==> src/rtl/core/gnbm_pkg.sv <==
// Package for the gated nearest-beacon match block.
// Holds shared constants, codes, state type and controller/datapath structs.
// No dependencies.
package gnbm_pkg;

   localparam int MaxReferencesDefault = 8;
   localparam int MaxCirclesDefault    = 16;

   localparam int unsigned UsedDist2    = 100000000; // 10000 mm squared
   localparam logic [13:0] GateReset    = 14'd700;

   localparam logic [1:0] OP_LOAD_BEACON = 2'd0;
   localparam logic [1:0] OP_LOAD_CIRCLE = 2'd1;
   localparam logic [1:0] OP_QUERY       = 2'd2;

   localparam logic [1:0] ST_MATCHED   = 2'd0;
   localparam logic [1:0] ST_NO_REFS   = 2'd1;
   localparam logic [1:0] ST_FEW_CIRC  = 2'd2;
   localparam logic [1:0] ST_NO_MATCH  = 2'd3;

   localparam logic [1:0] CSR_REF_COUNT = 2'd0;
   localparam logic [1:0] CSR_GATE      = 2'd1;
   localparam logic [1:0] CSR_HALF_WIN  = 2'd2;

   typedef enum logic [2:0] {
      S_IDLE,
      S_CIRC_RD,
      S_WINDOW,
      S_REF_RD,
      S_DIST,
      S_CMP,
      S_DECIDE,
      S_OUT
   } state_type;

   // controller -> datapath
   typedef struct packed {
      logic start;       // latch query, reset circle index
      logic circ_next;   // advance circle index
      logic ref_clear;   // reset beacon index; best restarts at beacon 0
      logic ref_next;    // advance beacon index
      logic dist_load;   // register squared terms
      logic cmp_do;      // fold distance into best
      logic mark_used;   // mark best beacon used, build match
      logic set_status;  // build non-match result
      logic [1:0] status;
   } cmd_type;

   // datapath -> controller
   typedef struct packed {
      logic no_refs;
      logic few_circ;
      logic circ_last;   // current circle is the last one
      logic in_window;
      logic ref_last;    // current beacon is the last one
      logic best_pass;   // best distance under gate
   } sts_type;

endpackage

==> src/rtl/core/gnbm_ctrl.sv <==
// Query sequencer for the gated nearest-beacon match.
// Depends on gnbm_pkg.
module gnbm_ctrl (
   input  logic                clock,
   input  logic                reset,
   input  logic                query_go,
   input  logic                out_free,
   input  gnbm_pkg::sts_type   sts,
   output gnbm_pkg::cmd_type   cmd,
   output logic                busy,
   output logic                out_load
);
   gnbm_pkg::state_type state_ff, state_in;

   always_ff @(posedge clock) begin
      if (reset) begin
         state_ff <= gnbm_pkg::S_IDLE;
      end else begin
         state_ff <= state_in;
      end
   end

   always_comb begin
      state_in = state_ff;
      cmd      = '0;
      busy     = 1'b1;
      out_load = 1'b0;
      case (state_ff)
         gnbm_pkg::S_IDLE: begin
            busy = 1'b0;
            if (query_go) begin
               cmd.start = 1'b1;
               state_in  = gnbm_pkg::S_CIRC_RD;
            end
         end
         gnbm_pkg::S_CIRC_RD: begin
            if (sts.no_refs) begin
               cmd.set_status = 1'b1;
               cmd.status     = gnbm_pkg::ST_NO_REFS;
               state_in       = gnbm_pkg::S_OUT;
            end else if (sts.few_circ) begin
               cmd.set_status = 1'b1;
               cmd.status     = gnbm_pkg::ST_FEW_CIRC;
               state_in       = gnbm_pkg::S_OUT;
            end else begin
               state_in = gnbm_pkg::S_WINDOW;
            end
         end
         gnbm_pkg::S_WINDOW: begin
            if (sts.in_window) begin
               cmd.ref_clear = 1'b1;
               state_in      = gnbm_pkg::S_REF_RD;
            end else if (sts.circ_last) begin
               cmd.set_status = 1'b1;
               cmd.status     = gnbm_pkg::ST_NO_MATCH;
               state_in       = gnbm_pkg::S_OUT;
            end else begin
               cmd.circ_next = 1'b1;
               state_in      = gnbm_pkg::S_CIRC_RD;
            end
         end
         gnbm_pkg::S_REF_RD: begin
            state_in = gnbm_pkg::S_DIST;
         end
         gnbm_pkg::S_DIST: begin
            cmd.dist_load = 1'b1;
            state_in      = gnbm_pkg::S_CMP;
         end
         gnbm_pkg::S_CMP: begin
            cmd.cmp_do = 1'b1;
            if (sts.ref_last) begin
               state_in = gnbm_pkg::S_DECIDE;
            end else begin
               cmd.ref_next = 1'b1;
               state_in     = gnbm_pkg::S_REF_RD;
            end
         end
         gnbm_pkg::S_DECIDE: begin
            if (sts.best_pass) begin
               cmd.mark_used = 1'b1;
               state_in      = gnbm_pkg::S_OUT;
            end else if (sts.circ_last) begin
               cmd.set_status = 1'b1;
               cmd.status     = gnbm_pkg::ST_NO_MATCH;
               state_in       = gnbm_pkg::S_OUT;
            end else begin
               cmd.circ_next = 1'b1;
               state_in      = gnbm_pkg::S_CIRC_RD;
            end
         end
         gnbm_pkg::S_OUT: begin
            if (out_free) begin
               out_load = 1'b1;
               state_in = gnbm_pkg::S_IDLE;
            end
         end
         default: begin
            state_in = gnbm_pkg::S_IDLE;
         end
      endcase
   end
endmodule

==> config.mk <==
export PLATFORM = sky130hd
export DESIGN_NAME = gnbm_ctrl
export DESIGN_NICKNAME = d
export VERILOG_FILES = /design/src/rtl/core/gnbm_pkg.sv /design/src/rtl/core/gnbm_ctrl.sv
export SDC_FILE = /design/constraint.sdc
export NUM_CORES = 1
export LEC_CHECK = 0
export ABC_AREA = 1
export BUFFER_PORTS_ARGS = -buffer_cell sky130_fd_sc_hd__buf_2
export CORE_AREA = 10 10 47 49
export CTS_CLUSTER_DIAMETER = 150
export DETAILED_ROUTE_END_ITERATION = 6
export DIE_AREA = 0 0 57 59
export GPL_ROUTABILITY_DRIVEN = 0
export GPL_TIMING_DRIVEN = 0
export PLACE_DENSITY = 0.63
export SLEW_MARGIN = 5
export SYNTH_ARGS = -nofsm -noshare
export SYNTH_HDL_FRONTEND = slang
export SYNTH_SLANG_ARGS = --single-unit
export TNS_END_PERCENT = 100
==> constraint.sdc <==
create_clock -name clock -period 1 [get_ports clock]
set_input_delay 0.1 -clock clock [delete_from_list [all_inputs] [get_ports clock]]
set_output_delay 0.1 -clock clock [all_outputs]
set_load 0.1 [all_outputs]
# After elaboration in Yosys (flattened, before gate mapping)
# Cells that the tools add are included.
# W data, S select, Z words.
# op_classes
eq_ne	9
n_mux	32
n_reduce_logical	2
# op_table
cell	count
$mux W3	13
$pmux W3 S8	1
$mux W1	16
$eq A3 B3 Y1 const B	4
$pmux W3 S3	1
$eq A3 B2 Y1 const B	2
$ne A2 B2 Y1 const B	2
$eq A3 B1 Y1 const B	1
$logic_not A3 Y1	1
$pmux W1 S2	1
$reduce_and A2 Y1	1
# totals
regBits	3
input_bits	10
out_inout_bits	12
word_cells	44

# Logic depth before layout (Yosys ltp)
# logic_depth
word_depth	3
ltp_mapped	8
mapped_depth_nobuf	8

# Least setup slack after synthesis
# Ideal clock, no wire load.
# synth_timing
kind	reg2out
start	reg state_ff[1]
end	out out_load
arrival_ns	3.423
t_required_ns	0.900
slack_ns	-2.523
stages_incl_launch_ff	3
path_buffers	0
path_cell_list	dfxtp_1 inv_1 nor4_1
# synth_via
elab_chain_cells	2
# synth_lines
element	line	source
from (decl)	gnbm_ctrl.sv:13	gnbm_pkg::state_type state_ff, state_in;
from (signal assigned)	gnbm_ctrl.sv:17	state_ff <= gnbm_pkg::S_IDLE;
from (signal assigned)	gnbm_ctrl.sv:19	state_ff <= state_in;
$eq A3 B3 Y1	gnbm_ctrl.sv:28	case (state_ff)
$mux W1	gnbm_ctrl.sv:28	
to (decl)	gnbm_ctrl.sv:11	output logic out_load
# No other way between the ends.

==> flow_summary.json <==
{
  "switching_share_pct": 55.67,
  "synth.cell_area_um2": 339.1,
  "layout.cells.most_common_list": "buf_12, inv_1, nor2_4, buf_2, nand2_1",
  "grt_max_degree": 8,
  "power.switching_mw": 1.239,
  "start_util_pct": 24.20,
  "clock_latency_ns": 0.24,
  "layout_commonest_cell": "buf_12",
  "finalNetCount": 111,
  "crit_path_end_kind": "output pin",
  "p_leak_nw": 0.4345,
  "rows": 14,
  "syn_inst": 63,
  "track_usage_pct": 10.16,
  "ant_nets": 0,
  "core_region_area_um2": 1401,
  "ir_drop_v": 0.001624,
  "cts-buffers-inserted": 3,
  "cp.required_ns": 0.90,
  "die-height_um": 59,
  "seqPwrFrac_pct": 12.0,
  "regMostFlops": "state_ff",
  "synthesis.nets": 73,
  "drc": 0,
  "synth_seq_cells": 3,
  "ys_seq_area_share_pct": 17.71,
  "intPower_mw": 0.9864,
  "start_kind": "flop",
  "fin_ws_ns": -0.4569,
  "pwr_density_cell_nw_per_um2": 2254,
  "power.total_mw": 2.225,
  "combPwrFrac_pct": 78.1,
  "routed_wl_mm": 1.569,
  "final_layout_size_suffix_gt1_share_pct": 68.00,
  "grt_pass1_vias": 587,
  "dpl.cell_count": 100,
  "ys.warnings.count": 0,
  "hold_class": "in -> reg",
  "fin_crit_ns": 1.457,
  "grt-ovfl-total": 0,
  "critPathMaxFanout": 4,
  "slew_headroom_pct": 83.49,
  "clockPowerShare_pct": 9.9,
  "port_buffers": 21,
  "fin_area_um2": 987.2,
  "vias_per_cell": 4.647,
  "largestRegisters": "state_ff (3)",
  "status": "complete, but fails checks",
  "cts-root-buf": "clkbuf_4",
  "cts_buffer_depth": 2,
  "place_area_um2": 591.8,
  "drt_iter0_drc": 9,
  "drt_pre_antenna_iters": 5,
  "worstMarginPinSlew_ns": 0.2494,
  "cts_tree": "built",
  "clk_pin_slew_worst_paths_ns": 0.04,
  "h-tree-depth": 1,
  "hold_viol": 0,
  "path_class": "reg -> out",
  "stdcell_count": 116,
  "antenna_found_initial": 0,
  "setup_viol": 15,
  "final_max_slew_viol_count": 0,
  "preCtsSetupSlack_ns": -0.6887,
  "whs_ns": 0.1118,
  "drv_cap": 0,
  "diodes": 0,
  "wl_per_cell_um": 13.53,
  "die_w_um": 57,
  "synthDistinctLibCells": 16,
  "syn_to_final_growth_pct": 191.1,
  "fillCellCount": 106,
  "clock-sinks": 3,
  "grt_pass1_wl_mm": 2.753,
  "fin_crit_sh_pct": 145.7,
  "max_freq_ghz": 0.6864,
  "vias": 539,
  "io_pins": 22,
  "finClkSkew_ns": 0.004818,
  "place_hpwl_um": 986.3,
  "largest_reg_flops": 3,
  "violations": "negative setup slack",
  "syn_avg_cell_area_um2": 5.382,
  "arrival_ns": 1.36,
  "utilization_pct": 70.45,
  "die_area_um2": 3363,
  "finalSetupTns_ns": -4.589,
  "rsz0062_at_grt": "yes",
  "cts_hold_repair.buffers": 0
}
## power groups by stage
stage / clock network [mW] / logic (mW) / registers (mW)
after floorplan: 0 / 0.976 / 0.228
after global placement: 0 / 1.12 / 0.240
after detailed placement: 0 / 1.12 / 0.240
after CTS: 0.227 / 1.67 / 0.254
after global routing: 0.245 / 1.83 / 0.274
final: 0.221 / 1.74 / 0.266
## final cells by class
class / instances / area (um^2) / area share (%)
well taps: 16 / 20.02 / 2.028
inverters: 16 / 85.08 / 8.619
clock buffers: 4 / 26.28 / 2.662
flip-flops and latches: 3 / 71.32 / 7.224
repair buffers: 33 / 394.1 / 39.92
multi-input cells: 44 / 390.4 / 39.54
## kinds of logic after synthesis
| kind of cell | Yosys count | synth area share (%) |
|---|---|---|
| buffers and inverters | 16 | 17.71 |
| flip-flops | 3 | 17.71 |
| AO/OA/AOI/OAI | 8 | 15.50 |
| AND/OR/NAND/NOR | 36 | 49.08 |
## Yosys cell counts (all sizes together)
master | count | area, um^2
o21ai | 3 | 15.01
nor2 | 15 | 63.81
nand3 | 5 | 35.03
o211ai | 1 | 7.510
inv | 16 | 60.06
a21oi | 2 | 13.76
nor4 | 1 | 6.260
nand4 | 2 | 12.51
o32ai | 1 | 8.760
o31ai | 1 | 7.510
dfxtp | 3 | 60.06
nand2 | 13 | 48.80
## what timing repair did
action	4_1_cts	5_1_grt
pin swaps	13	9
resized for setup	61	10
cloned	0	0
endpoints found under the setup margin	15	15
setup buffers	12	2
## metal layers
layer	track usage, %	up-vias	part of all wire [%]
li1	-	274	-
met1	11.18	248	40
met2	16.74	12	53
met3	3.863	5	5.7
met4	5.034	0	1.7
met5	0	-	0
## worst max-delay path, cell delays in order, from the launching register on
cell and delay, ns:
dfxtp_4 0.39, inv_8 0.06, nand3_4 0.12, nor2_4 0.06, a21oi_4 0.19, o31ai_4 0.12
buf_12 0.18
## path summary, 6_finish.rpt
kind	startpoint	end	slack (ns)	cells after the start
max reg2reg	state_ff[0]	state_ff[2]	-0.13	8
max	state_ff[0]	cmd[1]	-0.46	6
min	reset	state_ff[2]	0.11	4
min reg2reg	state_ff[0]	state_ff[0]	0.71	4
No activity file was read; power rests on OpenSTA's default activity.
