### src/rtl/core/gnbm_pkg.sv
// Package for the gated nearest-beacon match block.
// Holds shared constants, codes, state type and controller/datapath structs.
// No dependencies.
package gnbm_pkg;

   localparam int MaxReferencesDefault = 8;
   localparam int MaxCirclesDefault    = 16;

   localparam int unsigned UsedDist2    = 100000000; // 10000 mm squared
   localparam logic [13:0] GateReset    = 14'd700;

   localparam logic [1:0] OP_LOAD_BEACON = 2'd0;
   localparam logic [1:0] OP_LOAD_CIRCLE = 2'd1;
   localparam logic [1:0] OP_QUERY       = 2'd2;

   localparam logic [1:0] ST_MATCHED   = 2'd0;
   localparam logic [1:0] ST_NO_REFS   = 2'd1;
   localparam logic [1:0] ST_FEW_CIRC  = 2'd2;
   localparam logic [1:0] ST_NO_MATCH  = 2'd3;

   localparam logic [1:0] CSR_REF_COUNT = 2'd0;
   localparam logic [1:0] CSR_GATE      = 2'd1;
   localparam logic [1:0] CSR_HALF_WIN  = 2'd2;

   typedef enum logic [2:0] {
      S_IDLE,
      S_CIRC_RD,
      S_WINDOW,
      S_REF_RD,
      S_DIST,
      S_CMP,
      S_DECIDE,
      S_OUT
   } state_type;

   // controller -> datapath
   typedef struct packed {
      logic start;       // latch query, reset circle index
      logic circ_next;   // advance circle index
      logic ref_clear;   // reset beacon index; best restarts at beacon 0
      logic ref_next;    // advance beacon index
      logic dist_load;   // register squared terms
      logic cmp_do;      // fold distance into best
      logic mark_used;   // mark best beacon used, build match
      logic set_status;  // build non-match result
      logic [1:0] status;
   } cmd_type;

   // datapath -> controller
   typedef struct packed {
      logic no_refs;
      logic few_circ;
      logic circ_last;   // current circle is the last one
      logic in_window;
      logic ref_last;    // current beacon is the last one
      logic best_pass;   // best distance under gate
   } sts_type;

endpackage

### src/rtl/core/gnbm_ram.sv
// Generic single-write, single-read RAM with registered read data.
// No dependencies.
module gnbm_ram #(
   parameter int Width = 16,
   parameter int Depth = 16
) (
   input  logic                     clock,
   input  logic                     wr_en,
   input  logic [$clog2(Depth)-1:0] wr_addr,
   input  logic [Width-1:0]         wr_data,
   input  logic [$clog2(Depth)-1:0] rd_addr,
   output logic [Width-1:0]         rd_data
);
   logic [Width-1:0] mem [Depth];
   logic [Width-1:0] rd_data_ff;

   always_ff @(posedge clock) begin
      if (wr_en) begin
         mem[wr_addr] <= wr_data;
      end
      rd_data_ff <= mem[rd_addr];
   end
   assign rd_data = rd_data_ff;
endmodule

### src/rtl/core/gnbm_dpath.sv
// Datapath: beacon and circle tables, used marks, window check,
// squared distance, running minimum and result build. Depends on gnbm_pkg, gnbm_ram.
module gnbm_dpath #(
   parameter int MaxReferences = gnbm_pkg::MaxReferencesDefault,
   parameter int MaxCircles    = gnbm_pkg::MaxCirclesDefault
) (
   input  logic              clock,
   input  logic              reset,
   input  logic              load_go,
   input  logic [1:0]        in_op,
   input  logic [3:0]        in_slot,
   input  logic [15:0]       in_x,
   input  logic [15:0]       in_y,
   input  logic [31:0]       in_time,
   input  logic [15:0]       in_range,
   input  logic [15:0]       in_bearing,
   input  logic [4:0]        in_total,
   input  logic [3:0]        ref_count,
   input  logic [13:0]       gate_mm,
   input  logic [19:0]       half_win,
   input  gnbm_pkg::cmd_type cmd,
   output gnbm_pkg::sts_type sts,
   output logic [1:0]        res_status,
   output logic [2:0]        res_index,
   output logic [15:0]       res_x,
   output logic [15:0]       res_y,
   output logic [15:0]       res_range,
   output logic [15:0]       res_bearing
);
   localparam int RW = $clog2(MaxReferences) > 0 ? $clog2(MaxReferences) : 1;
   localparam int CW = $clog2(MaxCircles);
   localparam int RN = $clog2(MaxReferences + 1);
   localparam int CN = $clog2(MaxCircles + 1);
   localparam int CIRC_W = 96;

   logic [RW-1:0] ref_idx_ff, ref_idx_in;
   logic [RW-1:0] ref_idx_sel;
   logic [CW-1:0] circ_idx_ff, circ_idx_in;
   logic [MaxReferences-1:0] used_ff, used_in;
   logic [CN-1:0] circ_cnt_ff, circ_cnt_in;
   logic [31:0] q_time_ff, q_time_in;
   logic [RN-1:0] nref;
   logic [33:0] best_ff, best_in;
   logic [RW-1:0] best_idx_ff, best_idx_in;
   logic [31:0] sqx_ff, sqy_ff;
   logic        dused_ff;
   logic [1:0]  st_ff, st_in;
   logic [2:0]  ix_ff, ix_in;
   logic [15:0] rx_ff, rx_in, ry_ff, ry_in, rr_ff, rr_in, rb_ff, rb_in;

   logic ref_wr, circ_wr;
   logic [31:0] ref_rd;
   logic [CIRC_W-1:0] circ_rd;
   logic signed [15:0] cx, cy, bx, by;
   logic [31:0] ct;
   logic signed [16:0] dx, dy;
   logic [16:0] adx, ady;
   logic [33:0] d2;
   logic [33:0] lo, hi;

   assign ref_wr  = load_go && in_op == gnbm_pkg::OP_LOAD_BEACON
                    && {1'b0, in_slot} < 5'(MaxReferences);
   assign circ_wr = load_go && in_op == gnbm_pkg::OP_LOAD_CIRCLE
                    && {3'b0, in_slot} < 7'(MaxCircles);

   // address the beacon RAM with the next index so its read data lines up with ref_idx_ff
   gnbm_ram #(.Width(32), .Depth(MaxReferences)) u_ref_ram (
      .clock(clock), .wr_en(ref_wr), .wr_addr(RW'(in_slot)),
      .wr_data({in_x, in_y}), .rd_addr(ref_idx_sel), .rd_data(ref_rd));

   gnbm_ram #(.Width(CIRC_W), .Depth(MaxCircles)) u_circ_ram (
      .clock(clock), .wr_en(circ_wr), .wr_addr(CW'(in_slot)),
      .wr_data({in_x, in_y, in_time, in_range, in_bearing}),
      .rd_addr(circ_idx_ff), .rd_data(circ_rd));

   assign cx = circ_rd[95:80];
   assign cy = circ_rd[79:64];
   assign ct = circ_rd[63:32];
   assign bx = ref_rd[31:16];
   assign by = ref_rd[15:0];

   assign nref = ({1'b0, ref_count} > 5'(MaxReferences)) ? RN'(MaxReferences)
                                                       : RN'(ref_count);

   // window ct - hw < t <= ct + hw, full precision
   assign lo = {2'b0, q_time_ff} + 34'(half_win);
   assign hi = {2'b0, ct} + 34'(half_win);

   assign dx  = 17'(cx) - 17'(bx);
   assign dy  = 17'(cy) - 17'(by);
   assign adx = dx[16] ? 17'(-dx) : 17'(dx);
   assign ady = dy[16] ? 17'(-dy) : 17'(dy);
   assign d2  = dused_ff ? 34'(gnbm_pkg::UsedDist2) : 34'(sqx_ff) + 34'(sqy_ff);

   assign sts.no_refs   = nref == '0;
   assign sts.few_circ  = circ_cnt_ff < CN'(2);
   assign sts.circ_last = CN'(circ_idx_ff) + CN'(1) >= circ_cnt_ff;
   assign sts.in_window = ({2'b0, q_time_ff} <= hi) && ({2'b0, ct} < lo);
   assign sts.ref_last  = RN'(ref_idx_ff) + RN'(1) >= nref;
   assign sts.best_pass = best_ff < 34'(28'(gate_mm) * 28'(gate_mm));

   always_comb begin
      ref_idx_in  = ref_idx_ff;
      circ_idx_in = circ_idx_ff;
      used_in     = used_ff;
      circ_cnt_in = circ_cnt_ff;
      q_time_in   = q_time_ff;
      best_in     = best_ff;
      best_idx_in = best_idx_ff;
      st_in = st_ff; ix_in = ix_ff; rx_in = rx_ff; ry_in = ry_ff;
      rr_in = rr_ff; rb_in = rb_ff;
      if (load_go && in_op == gnbm_pkg::OP_LOAD_CIRCLE) begin
         circ_cnt_in = ({2'b0, in_total} > 7'(MaxCircles)) ? CN'(MaxCircles)
                                                           : CN'(in_total);
         if (in_slot == '0) begin
            used_in = '0;
         end
      end
      if (cmd.start) begin
         q_time_in   = in_time;
         circ_idx_in = '0;
      end
      if (cmd.circ_next) begin
         circ_idx_in = circ_idx_ff + CW'(1);
      end
      if (cmd.ref_clear) begin
         ref_idx_in = '0;
      end
      if (cmd.ref_next) begin
         ref_idx_in = ref_idx_ff + RW'(1);
      end
      if (cmd.cmp_do) begin
         if (ref_idx_ff == '0 || d2 < best_ff) begin
            best_in     = d2;
            best_idx_in = ref_idx_ff;
         end
      end
      if (cmd.mark_used) begin
         used_in[best_idx_ff] = 1'b1;
         st_in = gnbm_pkg::ST_MATCHED;
         ix_in = 3'(best_idx_ff);
         rx_in = bx;
         ry_in = by;
         rr_in = circ_rd[31:16];
         rb_in = circ_rd[15:0];
      end
      if (cmd.set_status) begin
         st_in = cmd.status;
         ix_in = '0; rx_in = '0; ry_in = '0; rr_in = '0; rb_in = '0;
      end
   end

   // in DECIDE the beacon RAM must present the best beacon
   assign ref_idx_sel = (cmd.cmp_do && !cmd.ref_next) ? best_idx_in : ref_idx_in;

   always_ff @(posedge clock) begin
      if (reset) begin
         used_ff     <= '0;
         circ_cnt_ff <= '0;
      end else begin
         used_ff     <= used_in;
         circ_cnt_ff <= circ_cnt_in;
      end
      ref_idx_ff  <= ref_idx_sel;
      circ_idx_ff <= circ_idx_in;
      q_time_ff   <= q_time_in;
      best_ff     <= best_in;
      best_idx_ff <= best_idx_in;
      if (cmd.dist_load) begin
         sqx_ff   <= 32'(adx) * 32'(adx);
         sqy_ff   <= 32'(ady) * 32'(ady);
         dused_ff <= used_ff[ref_idx_ff];
      end
      st_ff <= st_in; ix_ff <= ix_in; rx_ff <= rx_in; ry_ff <= ry_in;
      rr_ff <= rr_in; rb_ff <= rb_in;
   end

   assign res_status  = st_ff;
   assign res_index   = ix_ff;
   assign res_x       = rx_ff;
   assign res_y       = ry_ff;
   assign res_range   = rr_ff;
   assign res_bearing = rb_ff;
endmodule

### config.mk
export PLATFORM = sky130hd
export DESIGN_NAME = gnbm_dpath
export DESIGN_NICKNAME = d
export VERILOG_FILES = /design/src/rtl/core/gnbm_pkg.sv /design/src/rtl/core/gnbm_ram.sv /design/src/rtl/core/gnbm_dpath.sv
export SDC_FILE = /design/constraint.sdc
export NUM_CORES = 2
export LEC_CHECK = 0
export BUFFER_PORTS_ARGS = -buffer_cell sky130_fd_sc_hd__buf_4
export CORE_ASPECT_RATIO = 1.5
export CORE_MARGIN = 4
export CORE_UTILIZATION = 40
export CTS_BUF_LIST = sky130_fd_sc_hd__clkbuf_8
export CTS_CLUSTER_DIAMETER = 200
export DETAILED_ROUTE_END_ITERATION = 10
export PLACE_DENSITY_LB_ADDON = 0.12
export REMOVE_ABC_BUFFERS = 1
export SKIP_CTS_REPAIR_TIMING = 1
export SYNTH_ARGS = -nofsm -noshare
export SYNTH_HDL_FRONTEND = slang
export SYNTH_SLANG_ARGS = --single-unit
export TNS_END_PERCENT = 20
### constraint.sdc
create_clock -name clock -period 10.1 [get_ports clock]
set_input_delay 1.01 -clock clock [delete_from_list [all_inputs] [get_ports clock]]
set_output_delay 1.01 -clock clock [all_outputs]
set_load 0.02 [all_outputs]
---- Word-level counts from Yosys, hierarchy flattened ----
Memory sizes are Yosys's and may differ from the RTL's. A register that Yosys moved wholly into a read port is not among the register bits.
Cells that the tools add are included.
storage, ports and cells
  bits in latches ......................... 0
  memories kept ........................... 2
  ROM bits ................................ 0
  RAM bits ................................ 1,792
  logic and storage cells ................. 87
  register bits after elaboration ......... 223
  bits of input ports ..................... 158
memories
  name            depth  width  read ports  clocked after Yosys merged registers in  wr ports  line            RTL
  u_circ_ram.mem  16     96     1           1                                        1         gnbm_ram.sv:14  logic [Width-1:0] mem [Depth];
  u_ref_ram.mem   8      32     1           1                                        1         gnbm_ram.sv:14
cells by class
  shift operators ......................... 0
  $mul .................................... 3
  bitwise operators ....................... 1
  order comparisons ....................... 13
  add/subtract/negate cells ............... 11
  divide/modulo/power cells ............... 0
  equality and inequality tests ........... 1
  reduce and logical (&&, ||, !) cells .... 15
  multiplexer cells ....................... 25
operators by type and width
  operator                                                              count
  32-bit by 20-bit adder with 33-bit output                             2
  17-bit by 17-bit multiplier with 32-bit output                        2
  33-bit by 34-bit < comparator with 1-bit output                       1
  34-bit by 28-bit < comparator with 1-bit output                       1
  17-bit 2-to-1 mux                                                     2
  17-bit negation                                                       2
  16-bit by 16-bit subtractor with 17-bit output                        2
  32-bit by 32-bit adder with 33-bit output                             1
  32-bit by 33-bit less-or-equal comparator with 1-bit output           1
  32-bit by 33-bit < comparator with 1-bit output                       1
  33-bit 2-to-1 mux                                                     1
  14-bit by 14-bit multiplier with 28-bit output                        1
  8-bit 2-to-1 mux                                                      3
  3-bit 2-to-1 mux                                                      5
  4-bit 2-to-1 mux                                                      3
  4-bit zero test                                                       2
  3-bit by 4-bit < comparator with 1-bit output, second input constant  2
  8-bit OR                                                              1
  1-bit logical AND                                                     6
  1-bit 2-to-1 mux                                                      6
  4-bit by 1-bit adder with 5-bit output, second input constant         1
  5-bit greater-or-equal comparator                                     1
  5-bit greater-than comparator, second input constant                  1
  5-bit by 2-bit < comparator with 1-bit output, second input constant  1
  18 further kinds                                                      20

---- Logic depth before layout (Yosys ltp) ----
  depth after elaboration ................. 7
  depth in mapped cells ................... 42
  mapped depth without buffers ............ 38

---- Hierarchy ----
A second synthesis with hierarchy kept.
second synthesis, totals
  cell total of the unflattened synthesis .. 6,869
  area total of the unflattened synthesis .. 107,063.9 µm²
by module, submodules not included
  module                  cells an instance  seq. area each (µm²)  area each (µm²)  instances
  gnbm_ram at u_circ_ram  2,460              48,046.1              59,355.7         1
  gnbm_dpath              3,994              5,745.5               37,242.0         1
  gnbm_ram at u_ref_ram   415                8,328.0               10,466.3         1

---- Least setup slack after synthesis ----
OpenSTA, ideal clock, no wires.
  path kind ............................... input -> output
  start point ............................. in gate_mm[11]
  end point ............................... out sts[0] (netlist bit)
  slack ................................... 1.227 ns
  cell stages on the path ................. 28
  arrival time ............................ 7.863 ns
  data required time ...................... 9.090 ns
  path through ............................ clkbuf_1 > inv_1 > nor2_1 > fa_1 > inv_1 > fa_1 > inv_1 > fa_1 > inv_1 > fa_1 > inv_1 > fa_1 > fa_1 > ha_1 > nand3_1 > nor2_1 > and4_1 > a21bo_1 > o41ai_1 > o21ai_1 > or4_1 > a31o_1 > a21oi_1 > xnor2_1 > ha_1 > nor4_1 > nand4_1 > a31oi_1
RTL lines
  item                line              RTL
  start: declaration  gnbm_dpath.sv:19  input logic [13:0] gate_mm,
  end: declaration    gnbm_dpath.sv:22  output gnbm_pkg::sts_type sts,

==> results.toml <==
[detailed_routing]
wl_per_cell_um = 25.2
drt_first_pass_iters = 7
drc = 0
antenna_left = 0
via_per_inst = 5.23
drtIter0Drc = 3588
wl_mm = 279
vias = 58000

[logic_synthesis]
synth_area_per_cell_sq_um = 15.8
synthFlopType = "edfxtp_1"
synth_seq_cells = 2140
ys_types = 92
synthArstFlopShare_pct = 0
synth_top_area_share_pct = 54.0
synth_top_area_cell = "edfxtp_1"
postSynthCellCount = 6795
yosysWarnings = 0
netlist_area_sq_um = 107000
synthTopCellsByArea = "edfxtp_1 54%, mux4_2 10%, fa_1 9.4%"
synth.yosys.seq_area_share_pct = 57.9
synth_edf_count = 1926

[setup_path]
cp_common_cell = "fa_1"
path_max_fanout = 13
startpoint_type = "input port"
reg2regPathDepth = 33
crit_slowest_cell = "fa_1"
r2r_end = "sqx_ff[30]$_DFFE_PP_"
end_kind = "primary output"
r2r_start = "u_circ_ram.rd_data[80]$_DFF_P_"
path_class = "in -> out"
ff2ff_setup_slack_ps = 650
crit_required_ps = 9090
critPathMaxStageDelay_ps = 540
arrival_ps = 8500

[final_layout]
drive_gt1_share_pct = 18.6
nNetsFinal = 8474
regArea_sq_um = 62100
areaGrowthSynthToFinish_pct = 12.2
multi_input_area_sq_um = 41400
fillers = 23700

[placed_design]
portBuffers = 232
gp_congestion = 0.856
dp_hpwl_mm = 172

[timing]
maxSlewHeadroom_pct = 23.4
slew_viol_final = 0
tightest_slew_ps = 1150
setup_viol = 0
period_share_pct = 94.2
hold_viol_final = 0
rsz0062_at_grt = "false"
fmax_mhz = 105
min_period_ps = 9510
clock_skew_ps = 88.2
fin_setup_tns_ps = 0

[job]
maxCapViolCount = 0

[cts]
clk_pin_slew_worst_paths_ps = 70
insertion_delay_ps = 940
cts.sinks = 2140
clockBufferDepth = 4
cts_tree = "done"
cts_buffers = 338
h-tree-depth = 5
cts_root_buffer = "clkbuf_8"

[global_route]
grt_max_degree = 133
grt_use_total_pct = 20.1
grt_pass1_vias = 62900
grt_pass1_wl_mm = 413
antenna_found_initial = 27
grt_overflow_total = 0

[floorplanning]
start_util_pct = 40.2
core_sq_um = 266000
row_count = 232
die_width_um = 431
pin_count = 233
dieArea_sq_um = 277000
die_h_um = 642

[worst_hold_path]
hold_start = "cmd[1]"
whs_path_depth = 2
hold_class = "in -> reg"
worstHoldEndpoint = "res_status[1]$_SDFFCE_PN0P_"

[outcome]
status = "finished clean"
-- worst max-delay path, delay by kind of cell --
family | cells | cell delay, ps
xor+xnor | 1 | 150
compound gates | 6 | 1470
buf+inv | 7 | 720
fa+ha+maj | 8 | 3730
simple gates | 7 | 1400
-- per-stage QoR --
stage | hold slack [ps] | instances | utilization [%] | setup WS (ps) | cell area, sq um
4_1_cts | 223 | 11100 | 45.1 | 493 | 120000
3_3_place_gp | 438 | 10500 | 42.7 | 490 | 114000
2_1_floorplan | 427 | 6605 | - | -7450 | 106000
6_report | 343 | 11100 | 45.1 | 589 | 120000
5_1_grt | 263 | 11100 | 45.1 | 83.8 | 120000
3_5_place_dp | 447 | 10500 | 42.7 | 540 | 114000
-- placed cells by master, fill, tap and decap left out, types with 46 or more instances in the layout --
master    synthesis  final
edfxtp_1       1926   1926
inv_1           796    915
ha_1            520    520
fa_1            503    503
mux4_2          482    482
clkbuf_8          0    378
nor2_1          365    342
buf_4             2    336
mux2i_1         264    264
nand2_1         253    253
dfxtp_1         214    214
a21oi_1         173    173
xnor2_1         124    124
xor2_1           99     99
o21ai_0          89     89
a21o_1           76     76
and2_1           65     65
nor2b_1          60     60
clkinv_1          6     60
o21a_1           55     55
nand2b_1         49     49
nor3_1           46     46
-- cells by family after synthesis --
family | after synthesis | share of synthesized area [%]
xor gates and xnor gates | 231 | 1.95
adders and majority gates | 1023 | 15.5
and+or+nand+nor | 1024 | 4.55
DFF | 2140 | 57.9
muxes | 780 | 12.9
AOI/OAI and AO/OA | 565 | 3.43
buffers and inverters | 1030 | 3.71
other | 2 | 0.00701
-- metal layers --
layer	global-route usage [%]	vias up	share of wire (%)
met2	37.3	1122	54
met3	3.07	393	4.1
li1	-	26000	-
met1	24.4	30500	40
met4	4.99	16	2.3
met5	0	-	0.035
-- synthesized netlist by cell type (all sizes together) (6+ instances only) --
cell type and instances:
and3 22, o211ai 13, a31oi 19, a211oi 15, nand4 36, inv 814, nand2 253, nor3 47
nor2b 60, nor4 9, o21ai 99, a31o 8, nand3 41, fa 503, a211o 6, and2 65
xnor2 130, nor3b 9, a32oi 6, clkinv 6, o2111ai 8, a21oi 174, o31ai 17, mux2i 264
xor2 101, o21bai 19, nand3b 9, nand2b 49, mux4 482, edfxtp 1926, or4 6, o21a 55
a21o 76, nor2 369, or2 24, clkbuf 134, dfxtp 214, mux2 34, ha 520, or3 13
buf 76
-- state kept, by name, summed over array words and instances (netlist names) --
signal / cells
q_time_ff: 32
circ_cnt_ff: 5
res_index: 3
best_idx_ff: 3
best_ff: 33
u_ref_ram.mem: 256
circ_idx_ff: 4
u_circ_ram.mem: 1536
u_circ_ram.rd_data: 96
res_y: 16
u_ref_ram.rd_data: 32
used_ff: 8
dused_ff: 1
sqy_ff: 31
ref_idx_ff: 3
res_bearing: 16
res_status: 2
sqx_ff: 31
res_range: 16
res_x: 16
-- area by class of cell --
class | count | area share, %
flip-flops and latches | 2140 | 51.6
clock buffers | 378 | 4.33
multi-input cells | 3645 | 34.4
diodes | 10 | 0.0208
clock inverters | 241 | 1.10
well taps | 3510 | 3.65
repair buffers | 348 | 2.29
inverters | 820 | 2.56
-- worst max-delay path by stage --
stage	from	end	slack [ps]	depth (start not counted)
after CTS	gate_mm[11]	sts[0]	490	29
after floorplan	circ_idx_ff[0]$_SDFFCE_PN0P_	sts[3]	-7450	7
after global routing	gate_mm[11]	sts[0]	80	29
after global placement	gate_mm[11]	sts[0]	490	29
after detailed placement	gate_mm[11]	sts[0]	540	29
final	gate_mm[11]	sts[0]	590	29
Power is left out: the tool's default activity adds up to more than one toggle a clock period on the data nets, which glitch-free logic cannot reach.
